File: src/rtl/core/assert_macros.svh
// ----------------------------------------------------------------------------
// Assertion macros
// Shared concurrent assertion shorthands for the triangle normal datapath.
// ----------------------------------------------------------------------------
`ifndef ASSERT_MACROS_SVH
`define ASSERT_MACROS_SVH

// same-cycle implication, off during reset
`define TNC_ASSERT_IMPL(label, clk, rst_n, ante, cons, msg) \
  label: assert property (@(posedge clk) disable iff (!rst_n) (ante) |-> (cons)) \
    else $error(msg);

// next-cycle implication, off during reset
`define TNC_ASSERT_NEXT(label, clk, rst_n, ante, cons, msg) \
  label: assert property (@(posedge clk) disable iff (!rst_n) (ante) |=> (cons)) \
    else $error(msg);

`endif

File: src/rtl/core/tnc_pkg.sv
// ----------------------------------------------------------------------------
// tnc_pkg
// Widths, constants and beat types of the triangle normal/centroid datapath.
// ----------------------------------------------------------------------------
package tnc_pkg;

  localparam int CoordW   = 16;
  localparam int NormOne  = 16384;
  localparam int FracBits = 14;
  localparam int Recip3   = 43691;  // ceil(2^17 / 3)
  localparam int RecipSh  = 17;
  localparam int DW       = 31;     // normalized magnitude width
  localparam int SumW     = 64;
  localparam int RootW    = 32;
  localparam int RemW     = 36;
  localparam int QW       = 16;     // quotient bits
  localparam int NumSqCells  = RootW;
  localparam int NumDivCells = QW;

  typedef struct packed {
    logic [2:0]               neg;
    logic                     degen;
    logic signed [CoordW-1:0] cen_x;
    logic signed [CoordW-1:0] cen_y;
    logic signed [CoordW-1:0] cen_z;
  } tnc_side_t;

  // beat moving down the square-root row
  typedef struct packed {
    logic [SumW-1:0]       s;
    logic [RemW-1:0]       rem;
    logic [RootW-1:0]      root;
    logic [2:0][DW-1:0]    d;
    tnc_side_t             side;
  } tnc_sq_t;

  // beat moving down the divider row, three lanes
  typedef struct packed {
    logic [RootW-1:0]        len;
    logic [2:0][RootW-1:0]   r;
    logic [2:0][QW-1:0]      nlo;
    logic [2:0][QW-1:0]      q;
    tnc_side_t               side;
  } tnc_dv_t;

endpackage

File: src/rtl/core/tnc_div_cell.sv
// ----------------------------------------------------------------------------
// tnc_div_cell
// One quotient bit of the three-lane restoring divide by the length.
// ----------------------------------------------------------------------------
`include "assert_macros.svh"

module tnc_div_cell
  import tnc_pkg::*;
(
  input  logic    clk,
  input  logic    rst_n,
  input  logic    in_valid,
  output logic    in_ready,
  input  tnc_dv_t in_data,
  output logic    out_valid,
  input  logic    out_ready,
  output tnc_dv_t out_data
);

  logic    v_r;
  tnc_dv_t data_r;
  tnc_dv_t data_nxt;
  logic [RootW:0] rs [3];
  logic [RootW:0] df [3];

  assign in_ready = !v_r || out_ready;

  always_comb begin
    data_nxt = in_data;
    for (int i = 0; i < 3; i++) begin
      rs[i] = {in_data.r[i], in_data.nlo[i][QW-1]};
      df[i] = rs[i] - {1'b0, in_data.len};
      data_nxt.nlo[i] = {in_data.nlo[i][QW-2:0], 1'b0};
      if (rs[i] >= {1'b0, in_data.len}) begin
        data_nxt.r[i] = df[i][RootW-1:0];
        data_nxt.q[i] = {in_data.q[i][QW-2:0], 1'b1};
      end else begin
        data_nxt.r[i] = rs[i][RootW-1:0];
        data_nxt.q[i] = {in_data.q[i][QW-2:0], 1'b0};
      end
    end
  end

  always_ff @(posedge clk) begin
    if (!rst_n) begin
      v_r <= 1'b0;
    end else if (in_ready) begin
      v_r <= in_valid;
    end
  end

  always_ff @(posedge clk) begin
    if (in_ready) data_r <= data_nxt;
  end

  assign out_valid = v_r;
  assign out_data  = data_r;

  `TNC_ASSERT_IMPL(a_div_rem_bound, clk, rst_n,
    v_r && !data_r.side.degen,
    data_r.r[0] < data_r.len && data_r.r[1] < data_r.len && data_r.r[2] < data_r.len,
    "divider partial remainder not below length")

endmodule

File: config.mk
export PLATFORM = sky130hd
export DESIGN_NAME = tnc_div_cell
export DESIGN_NICKNAME = d
export VERILOG_FILES = /design/src/rtl/core/tnc_pkg.sv /design/src/rtl/core/tnc_div_cell.sv
export VERILOG_INCLUDE_DIRS = /design/src /design/src/rtl/core
export SDC_FILE = /design/constraint.sdc
export NUM_CORES = 1
export LEC_CHECK = 0
export BUFFER_PORTS_ARGS = -buffer_cell sky130_fd_sc_hd__buf_4
export CORE_MARGIN = 10
export CORE_UTILIZATION = 25
export DETAILED_ROUTE_END_ITERATION = 8
export PLACE_DENSITY = 0.49
export SYNTH_ARGS = -nofsm -noshare
export SYNTH_HDL_FRONTEND = slang
export SYNTH_SLANG_ARGS = --single-unit
File: constraint.sdc
create_clock -name clk -period 8.9 [get_ports clk]
set_input_delay 1.335 -clock clk [delete_from_list [all_inputs] [get_ports clk]]
set_output_delay 1.335 -clock clk [all_outputs]
set_load 0.05 [all_outputs]
Word level (Yosys, flattened, before mapping)
Cells that the tools add are included.

cells by class
  add/sub/neg operators = 3
  equality and inequality tests = 0
  multipliers = 0
  $lt $le $gt $ge = 3
  div/mod/pow operators = 0
  shifts and indexed selects = 0
  bitwise operators = 0
  reductions and logical operators = 2
  muxes and demuxes = 6

operators with widths
  cell                                                            count
  33-bit by 32-bit greater-or-equal comparator with 1-bit output  3
  32-bit two-way mux                                              3
  32-bit subtractor                                               3
  1-bit two-way mux                                               3
  1-bit zero test                                                 1
  1-bit logical OR                                                1

word-level totals
  input port bits = 280
  memories kept = 0
  latch bits = 0
  word-level logic and storage cells = 30
  ROM bits = 0
  memory bits (writable) = 0
  flip-flop bits (word level) = 274

Logic depth before layout (Yosys ltp)
  word-level depth = 2
  gate-level depth with buffers = 13
  depth with buffers taken out = 12

Worst setup path before layout
No wires, ideal clock.

  path kind = input port to output port
  from = input port out_ready
  to = output port in_ready
  buffers on the path = 0
  arrival time = 8.225 ns
  required time = 7.565 ns
  path slack = -0.660 ns
  cell stages on the path = 1
  cells stage by stage = nand2b_1

on the way
  cells in the longest elaborated chain, start to end = 1

RTL lines
  what              line                text
  start, declared   tnc_div_cell.sv:16  input logic out_ready,
  1-bit logical OR  tnc_div_cell.sv:26  assign in_ready = !v_r || out_ready;
  end, declared     tnc_div_cell.sv:13  output logic in_ready,

No other way between the ends.

==> flow_summary.json <==
{
  "ant_nets": 0,
  "report.final.slew_viol_count": 0,
  "core_mm2": 0.0576,
  "multi_input_area_mm2": 0.00590,
  "regArea_mm2": 0.00822,
  "die_w_um": 261,
  "fmax_mhz": 228,
  "setup_viol": 0,
  "grt_overflow_total": 0,
  "stdcell_count": 2538,
  "ir_drop_uv": 130,
  "critical_path_required_ps": 9190,
  "syn_inst": 1187,
  "finalSetupTns_ps": 0,
  "clock_latency_ps": 540,
  "preCtsSetupSlack_ps": 3930,
  "grt_util_all_layers_pct": 17.8,
  "finalWirelength_mm": 64.0,
  "post_cts_buffers": 0,
  "io_pins": 558,
  "port_buffers": 551,
  "fin_ws_ps": 4520,
  "gp_congestion": 0.863,
  "end_kind": "register",
  "fp.dieH_um": 261,
  "hold_path.class": "register to register",
  "cp_max_fo": 47,
  "rsz0062_at_grt": "no",
  "holdPathStages": 2,
  "startpoint_type": "primary input",
  "cts_buffer_depth": 3,
  "nets": 2128,
  "drv_cap": 0,
  "cts_tree": "done",
  "timing.rr.end": "out_data[194]",
  "hold_viol": 0,
  "synth_top_flop_cell": "edfxtp_1",
  "status": "finished, final reports clean",
  "drc_errors": 0,
  "relSlewSlack_pct": 36.0,
  "grt_max_degree": 74,
  "dp.cells": 2477,
  "yosys_warnings": 0,
  "final_cell_mix": "buf_4 (560), edfxtp_1 (273), a21oi_1 (126)",
  "via_per_inst": 4.67,
  "area_delta_synth_final_pct": 42.2,
  "wl_per_cell_um": 25.2,
  "start_util_pct": 25.2,
  "worst_pin_slew_ps": 960,
  "hp-start": "out_valid",
  "syn-cell-area_mm2": 0.0145,
  "r2r_start": "out_valid",
  "timing.final.crit_share_pct": 49.2,
  "r2r_slack_ps": 6400,
  "h-tree-depth": 2,
  "ys_seq_area_share_pct": 56.7,
  "cts-root-buf": "clkbuf_16",
  "async_flop_share_pct": 0,
  "cts.sinks": 274,
  "dp_hpwl_mm": 53.6,
  "power.density_mw_per_mm2": 219,
  "cts_buffers": 35,
  "reg2reg_depth": 3,
  "antenna_found_initial": 10,
  "cp.arrival_ps": 4660,
  "firstDrtPassIters": 7,
  "synth_edf_count": 273,
  "period_minus_slack_ps": 4380,
  "final_common_cell": "buf_4",
  "num_rows": 88,
  "drive_gt1_share_pct": 35.2,
  "ys_ff_latch": 274,
  "dieArea_mm2": 0.0680,
  "avgSynthCellArea_um2": 12.2,
  "finalPower_w": 0.00451,
  "finalClockSkew_ps": 9.37,
  "p_leak_nw": 9.03,
  "synthDistinctLibCells": 67,
  "first_global_vias": 12100,
  "nFillCells": 5704,
  "cts.reportedPaths.clkPinSlew_ps": 60,
  "first_iter_violations": 713,
  "ctsHoldBuffers": 0,
  "cts_resized": 0,
  "whs_endpoint": "out_valid",
  "path_class": "primary input to register",
  "num_vias": 11900,
  "grt_pass1_wl_mm": 87.6
}
-- routing by layer --
layer / part of all wire, % / vias up / global-route usage, % / routed length (um)
met3: 9.7 / 68 / 6.63 / 6210
met4: 1.5 / 16 / 3.58 / 967
met2: 54 / 395 / 34.0 / 34300
met1: 35 / 5773 / 18.1 / 22400
li1: - / 5612 / - / -
met5: 0.16 / - / 0 / 103
-- worst max-delay path, stage by stage --
cell and delay (ps):
buf_4 160, inv_1 220, ha_1 290, nor2b_1 160, o31ai_1 340, a21o_1 200
a21oi_1 80, buf_4 160, a211oi_1 610, o21a_1 230, o211ai_4 140, buf_4 320
mux2_1 370
-- cell type report --
cell class | count | share of cell area [%]
Sequential cell | 274 | 39.9
Inverter | 64 | 1.17
Clock inverter | 14 | 0.795
Timing Repair Buffer | 560 | 20.4
Clock buffer | 45 | 4.48
Tap cell | 765 | 4.64
Multi-Input combinational cell | 814 | 28.6
Antenna cell | 2 | 0.0243
-- how the worst max path moves through the flow --
stage | startpoint | to | slack [ps] | cells past startpoint
after CTS | in_data[245] | out_data[216] | 4520 | 12
final | in_data[245] | out_data[186] | 4520 | 13
after global placement | in_data[245] | out_data[216] | 3940 | 12
after global routing | in_data[245] | out_data[186] | 4320 | 13
after detailed placement | in_data[245] | out_data[216] | 3930 | 12
after floorplan | out_ready | in_ready | 2610 | 1
-- stage by stage --
stage	utilization, %	hold WS (ps)	instance area [um2]
floorplan	-	1430	14500
global placement	33.9	678	19500
detailed placement	33.9	679	19500
CTS	35.8	693	20600
global route	35.8	725	20600
finish	35.8	687	20600
-- report_power, final --
group	total (W)	internal, W	switching (W)	leakage [nW]
Sequential	0.00165	0.00161	0.0000434	2.83
Clock	0.00138	0.000796	0.000581	0.527
Combinational	0.00148	0.000481	0.000998	5.67
-- flip-flops by register name, indices dropped and copies added, names as in the netlist --
signal	flops
out_valid	1
out_data	273
-- synth_stat cells, drive strengths merged, types with 4 or more instances --
cell    instances  share of area, %
nand2          58               1.5
o31ai           8              0.41
nor3           15              0.52
o211ai          4              0.24
nand4          19              0.82
nand2b          5              0.22
a211oi          8              0.41
a21o           52               2.7
edfxtp        273                57
o31a            6              0.36
and3            6              0.26
inv            64               1.7
ha             96               8.3
o21ai          45               1.6
a21oi         127               4.4
o21a           19              0.98
mux2           52               4.0
a31oi          12              0.52
mux2i           7              0.48
buf            22              0.89
xor2           29               1.8
clkbuf         15              0.39
xnor2          54               3.3
a211o           5              0.30
nor2b           7              0.30
or3             4              0.17
nor2           91               2.4
and2            5              0.22
o21bai         10              0.52
nand3          20              0.69
-- kinds of logic after synthesis --
group,synth area share (%)
xor+xnor,5.01
compound gates,14.5
other cells,0.0259
fa+ha+maj,8.70
mux,4.52
flops,56.7
simple gates,7.66
buf+inv,2.93
Power figures use the tool's default switching activity.
