### src/rtl/core/assert_macros.svh
// ----------------------------------------------------------------------------
// Assertion macros
// Shared concurrent assertion shorthands for the triangle normal datapath.
// ----------------------------------------------------------------------------
`ifndef ASSERT_MACROS_SVH
`define ASSERT_MACROS_SVH

// same-cycle implication, off during reset
`define TNC_ASSERT_IMPL(label, clk, rst_n, ante, cons, msg) \
  label: assert property (@(posedge clk) disable iff (!rst_n) (ante) |-> (cons)) \
    else $error(msg);

// next-cycle implication, off during reset
`define TNC_ASSERT_NEXT(label, clk, rst_n, ante, cons, msg) \
  label: assert property (@(posedge clk) disable iff (!rst_n) (ante) |=> (cons)) \
    else $error(msg);

`endif

### src/rtl/core/tnc_pkg.sv
// ----------------------------------------------------------------------------
// tnc_pkg
// Widths, constants and beat types of the triangle normal/centroid datapath.
// ----------------------------------------------------------------------------
package tnc_pkg;

  localparam int CoordW   = 16;
  localparam int NormOne  = 16384;
  localparam int FracBits = 14;
  localparam int Recip3   = 43691;  // ceil(2^17 / 3)
  localparam int RecipSh  = 17;
  localparam int DW       = 31;     // normalized magnitude width
  localparam int SumW     = 64;
  localparam int RootW    = 32;
  localparam int RemW     = 36;
  localparam int QW       = 16;     // quotient bits
  localparam int NumSqCells  = RootW;
  localparam int NumDivCells = QW;

  typedef struct packed {
    logic [2:0]               neg;
    logic                     degen;
    logic signed [CoordW-1:0] cen_x;
    logic signed [CoordW-1:0] cen_y;
    logic signed [CoordW-1:0] cen_z;
  } tnc_side_t;

  // beat moving down the square-root row
  typedef struct packed {
    logic [SumW-1:0]       s;
    logic [RemW-1:0]       rem;
    logic [RootW-1:0]      root;
    logic [2:0][DW-1:0]    d;
    tnc_side_t             side;
  } tnc_sq_t;

  // beat moving down the divider row, three lanes
  typedef struct packed {
    logic [RootW-1:0]        len;
    logic [2:0][RootW-1:0]   r;
    logic [2:0][QW-1:0]      nlo;
    logic [2:0][QW-1:0]      q;
    tnc_side_t               side;
  } tnc_dv_t;

endpackage

### src/rtl/core/tnc_sqrt_cell.sv
// ----------------------------------------------------------------------------
// tnc_sqrt_cell
// One root bit of the integer square root; hands the beat on each cycle unless the next cell stalls.
// ----------------------------------------------------------------------------
`include "assert_macros.svh"

module tnc_sqrt_cell
  import tnc_pkg::*;
(
  input  logic    clk,
  input  logic    rst_n,
  input  logic    in_valid,
  output logic    in_ready,
  input  tnc_sq_t in_data,
  output logic    out_valid,
  input  logic    out_ready,
  output tnc_sq_t out_data
);

  logic    v_r;
  tnc_sq_t data_r;
  tnc_sq_t data_nxt;
  logic [RemW-1:0] rs;
  logic [RemW-1:0] t;

  assign in_ready = !v_r || out_ready;

  always_comb begin
    data_nxt = in_data;
    rs = {in_data.rem[RemW-3:0], in_data.s[SumW-1 -: 2]};
    t  = {2'b00, in_data.root, 2'b01};
    data_nxt.s = {in_data.s[SumW-3:0], 2'b00};
    if (rs >= t) begin
      data_nxt.rem  = rs - t;
      data_nxt.root = {in_data.root[RootW-2:0], 1'b1};
    end else begin
      data_nxt.rem  = rs;
      data_nxt.root = {in_data.root[RootW-2:0], 1'b0};
    end
  end

  always_ff @(posedge clk) begin
    if (!rst_n) begin
      v_r <= 1'b0;
    end else if (in_ready) begin
      v_r <= in_valid;
    end
  end

  always_ff @(posedge clk) begin
    if (in_ready) data_r <= data_nxt;
  end

  assign out_valid = v_r;
  assign out_data  = data_r;

  // remainder never exceeds twice the partial root
  `TNC_ASSERT_IMPL(a_sqrt_rem_bound, clk, rst_n,
    v_r, data_r.rem <= {3'b000, data_r.root, 1'b0}, "sqrt remainder out of range")

endmodule

### config.mk
export PLATFORM = sky130hd
export DESIGN_NAME = tnc_sqrt_cell
export DESIGN_NICKNAME = d
export VERILOG_FILES = /design/src/rtl/core/tnc_pkg.sv /design/src/rtl/core/tnc_sqrt_cell.sv
export VERILOG_INCLUDE_DIRS = /design/src /design/src/rtl/core
export SDC_FILE = /design/constraint.sdc
export NUM_CORES = 1
export LEC_CHECK = 0
export ABC_AREA = 1
export BUFFER_PORTS_ARGS = -buffer_cell sky130_fd_sc_hd__buf_4
export CAP_MARGIN = 20
export CORE_AREA = 10 10 211 213
export DETAILED_ROUTE_END_ITERATION = 10
export DIE_AREA = 0 0 221 223
export PLACE_DENSITY_LB_ADDON = 0.1
export SKIP_LAST_GASP = 1
export SYNTH_ARGS = -nofsm -noshare
export SYNTH_HDL_FRONTEND = slang
export SYNTH_SLANG_ARGS = --single-unit
### constraint.sdc
create_clock -name clk -period 14.6 [get_ports clk]
set_input_delay 0.73 -clock clk [delete_from_list [all_inputs] [get_ports clk]]
set_output_delay 0.73 -clock clk [all_outputs]
set_load 0.01 [all_outputs]
# Word level (Yosys, flattened, before mapping)
# Cells that the tools add are included.
# word_totals
reg_bits	276
inputBits	281
out_inout_bits	279
wordCells	17
# op_classes
add_sub_neg	1
n_lt_le_gt_ge	1
n_mux	1
n_reduce_logical	2
# ops
cell	n
2-to-1 mux 68 bit	1
>= comparator 36 x 34 -> 1 bit	1
subtractor 36 x 34 -> 36 bit	1
logical NOT 1 bit	1
logical OR 1 bit	1

# Longest topological paths before layout
# logic_depth
depth_word	2
depth_mapped	16
ltp_nobuf	15

# Worst setup path before layout
# No wires, ideal clock.
# synth_path
path_kind	input-to-reg
startpoint	input out_ready
endpoint	register v_r, in the netlist out_valid
setup_time_ns	0.459
t_arrival_ns	6.994
required_time_ns	14.141
path_slack_ns	7.147
cell_stages	3
path_buffers	0
cell_sequence	inv_1 nand2_1 a21boi_0
# synth_between
elab_chain_cells	1
# synth_rtl
item	line_no	source
start, declared	tnc_sqrt_cell.sv:16	input logic out_ready,
logical OR 1 bit	tnc_sqrt_cell.sv:26	assign in_ready = !v_r || out_ready;
net in_ready	tnc_sqrt_cell.sv:13	output logic in_ready,
end signal, assigned	tnc_sqrt_cell.sv:46	v_r <= in_valid;
end, declared	tnc_sqrt_cell.sv:20	logic v_r;
# The timed path passes the listed nets, and every way through them passes these cells.
# A chain may end at the register's enable or synchronous reset.

==> flow_metrics.py <==
metrics = {
    "run_status": {
        "status": "finished, final reports clean",
    },
    "critical_path": {
        "worstPathArrival_ps": 2780,
        "start_kind": "primary input",
        "crit_chain": "buf_4 -> inv_1 -> ha_1 -> nand2_2 -> nor2_2 -> nand2_1 -> nor2_1 -> nand2_1 -> nand3_2 -> nand3_4 -> nand2_8 -> inv_6 -> nand2_1 -> nand2_1",
        "path_buf_inv": 3,
        "crit_type": "in2reg",
        "cp.required_ps": 14850,
        "critical-path-top-delay-family": "simple AND/OR/NAND/NOR gates",
        "crit_fanout": 37,
        "slowest_delay_ps": 380,
        "endpoint_kind": "register",
        "crit_top_cell": "nand2_1",
        "cpMaxStageDelayCell": "ha_1",
    },
    "logic_synthesis": {
        "ys_async_sr_fraction_pct": 0,
        "ys.flop_type": "edfxtp_1",
        "synth_top_cells_by_count": "nand2_1 (306), edfxtp_1 (275), inv_1 (140)",
        "syn_area_per_cell_um2": 11.9,
        "synth.distinct_cells": 34,
        "synth.area.top_cells": "edfxtp_1 (71%), nand2_1 (9.9%), inv_1 (4.5%), ha_1 (3.7%), nor2_1 (1.9%)",
        "yosysTopAreaCell": "edfxtp_1",
        "yosysSeqAreaShare_pct": 71.0,
        "synth_top_cell_area_share_pct": 70.9,
        "netlist_area_um2": 11700,
        "synth_edf_count": 275,
        "syn_inst": 976,
        "synth.most_common_cell": "nand2_1",
        "yosys_warnings": 0,
        "ys_seq_elements": 276,
    },
    "placed_design": {
        "post-dp-hpwl_mm": 39.6,
        "place_area_um2": 16400,
        "io_buffers": 555,
        "place_congestion": 0.874,
        "place_inst": 2058,
    },
    "detailed_routing": {
        "drcViolationCount": 0,
        "first_iter_violations": 541,
        "first_pass_iters": 4,
        "wl_per_cell_um": 22.6,
        "vias_per_cell": 4.25,
        "dr_total_vias": 9008,
        "wl_mm": 47.9,
        "antenna_left": 0,
    },
    "min_path": {
        "min_path_type": "in2reg",
    },
    "layout": {
        "final_area_um2": 17500,
        "syn_to_final_growth_pct": 49.9,
        "drive_gt1_share_pct": 40.2,
        "multi_input_area_um2": 2770,
        "fillers": 3909,
        "final_cells": 2118,
        "seqCellArea_um2": 8280,
        "nets": 1877,
    },
    "cts": {
        "clk_path_buf_depth": 3,
        "cts_tree": "yes",
        "clock-root-buffer": "clkbuf_16",
        "clk_pin_slew_ps": 60,
        "clock-sinks": 276,
        "cts-resized-gates": 0,
        "cts_buffers": 34,
        "post-cts-setup-buffers": 0,
        "htreeDepth": 2,
        "cts_hold_buf": 0,
        "clkLatencyLatePin_ps": 530,
    },
    "pwr": {
        "power_leakage_nw": 8.26,
        "p_total_w": 0.00212,
        "peakVddDrop_mv": 0.0627,
        "pwr_density_cell_nw_per_um2": 121,
    },
    "floorplan": {
        "die_y_um": 223,
        "dieArea_um2": 49300,
        "num_rows": 74,
        "core_um2": 40400,
        "start_util_pct": 28.9,
        "die_w_um": 221,
        "io_pins": 560,
    },
    "sta": {
        "totalNegativeSetupSlack_ps": 0,
        "rsz0062_at_grt": "false",
        "hold_violations": 0,
        "period_needed_ps": 2520,
        "clock.fmax_mhz": 397,
        "timing.final.crit_share_pct": 17.3,
        "fin_worst_hold_slack_ps": 371,
        "slew_viol_final": 0,
        "fin_skew_ps": 21.4,
        "worst_slew_pin_slew_ps": 1120,
        "setup_viol": 0,
        "slew_headroom_pct": 25.1,
    },
    "grt": {
        "grt_max_degree": 159,
        "grt_overflow": 0,
        "antenna_found_initial": 10,
        "grt_pass1_wl_mm": 66.7,
        "grt_pass1_vias": 9055,
        "grt_usage_pct": 18.6,
    },
    "run": {
        "max_cap_viol_count": 0,
    },
}
==> cells in the final DEF, fill, tap and decap left out, drive strengths merged <==
cell type	synthesis	final
buf	8	557
nand2	328	328
edfxtp	275	275
inv	142	142
nor2	63	63
clkbuf	0	39
nand3	38	38
ha	34	34
a21oi	30	30
xor2	17	17
clkinv	0	17
nand3b	11	11
nor3	8	8
o21ai	6	6
o21bai	5	5
nand4	4	4
diode	0	3
conb	1	2
a21o	1	1
and2	1	1
o211ai	1	1
xnor2	1	1
a21boi	1	1
bufinv	0	1
dfxtp	1	1
==> worst paths after layout <==
kind | cells after the start | start | to | slack (ps)
max reg2reg | 2 | out_valid | out_data[129] | 12410
min | 1 | in_data[73] | out_data[73] | 370
max | 14 | in_data[162] | out_data[198] | 12080
min reg2reg | 1 | out_valid | out_data[27] | 1040
==> per-stage QoR <==
step / setup slack [ps] / utilization (%)
6_report: 12080 / 43.3
5_1_grt: 11890 / 43.3
4_1_cts: 12080 / 43.3
3_5_place_dp: 11540 / 40.7
3_3_place_gp: 11530 / 40.7
2_1_floorplan: 7150 / -
==> registers in the layout, indices dropped and copies added, names as in the netlist <==
| name | cells |
|---|---|
| out_data | 275 |
| out_valid | 1 |
==> where the power goes <==
part	switching, W	internal, W
clock	0.000322	0.000454
combinational	0.000202	0.000169
sequential	0.0000180	0.000951
total	0.000542	0.00157
==> metal layers <==
metal	share of wire, %	vias to the layer above	wire length, um	track usage [%]
li1	-	4418	-	-
met1	36	4209	17200	19.4
met2	53	297	25200	33.4
met3	8.6	70	4120	7.64
met4	2.5	14	1210	5.41
met5	0.20	-	94	0
==> kinds of logic (layout without fill, tap and decap cells) <==
group                    Yosys count  in the layout  synth area share [%]
AND/OR/NAND/NOR                  453            453                  16.5
other                              1              5                0.0322
flip-flops                       276            276                  71.0
AO/OA/AOI/OAI                     44             44                  2.13
XOR/XNOR                          18             18                  1.35
buffers and inverters            150            756                  5.33
adder cells (fa/ha/maj)           34             34                  3.65
==> area by class of cell <==
type	count	share of cell area, %
clock buffers	39	5.10
clock inverters	18	0.731
diodes	3	0.0430
well taps	532	3.81
multi-input cells	551	15.8
repair buffers	557	24.0
inverters	142	3.08
flip-flops and latches	276	47.4
Power figures use the tool's default switching activity.
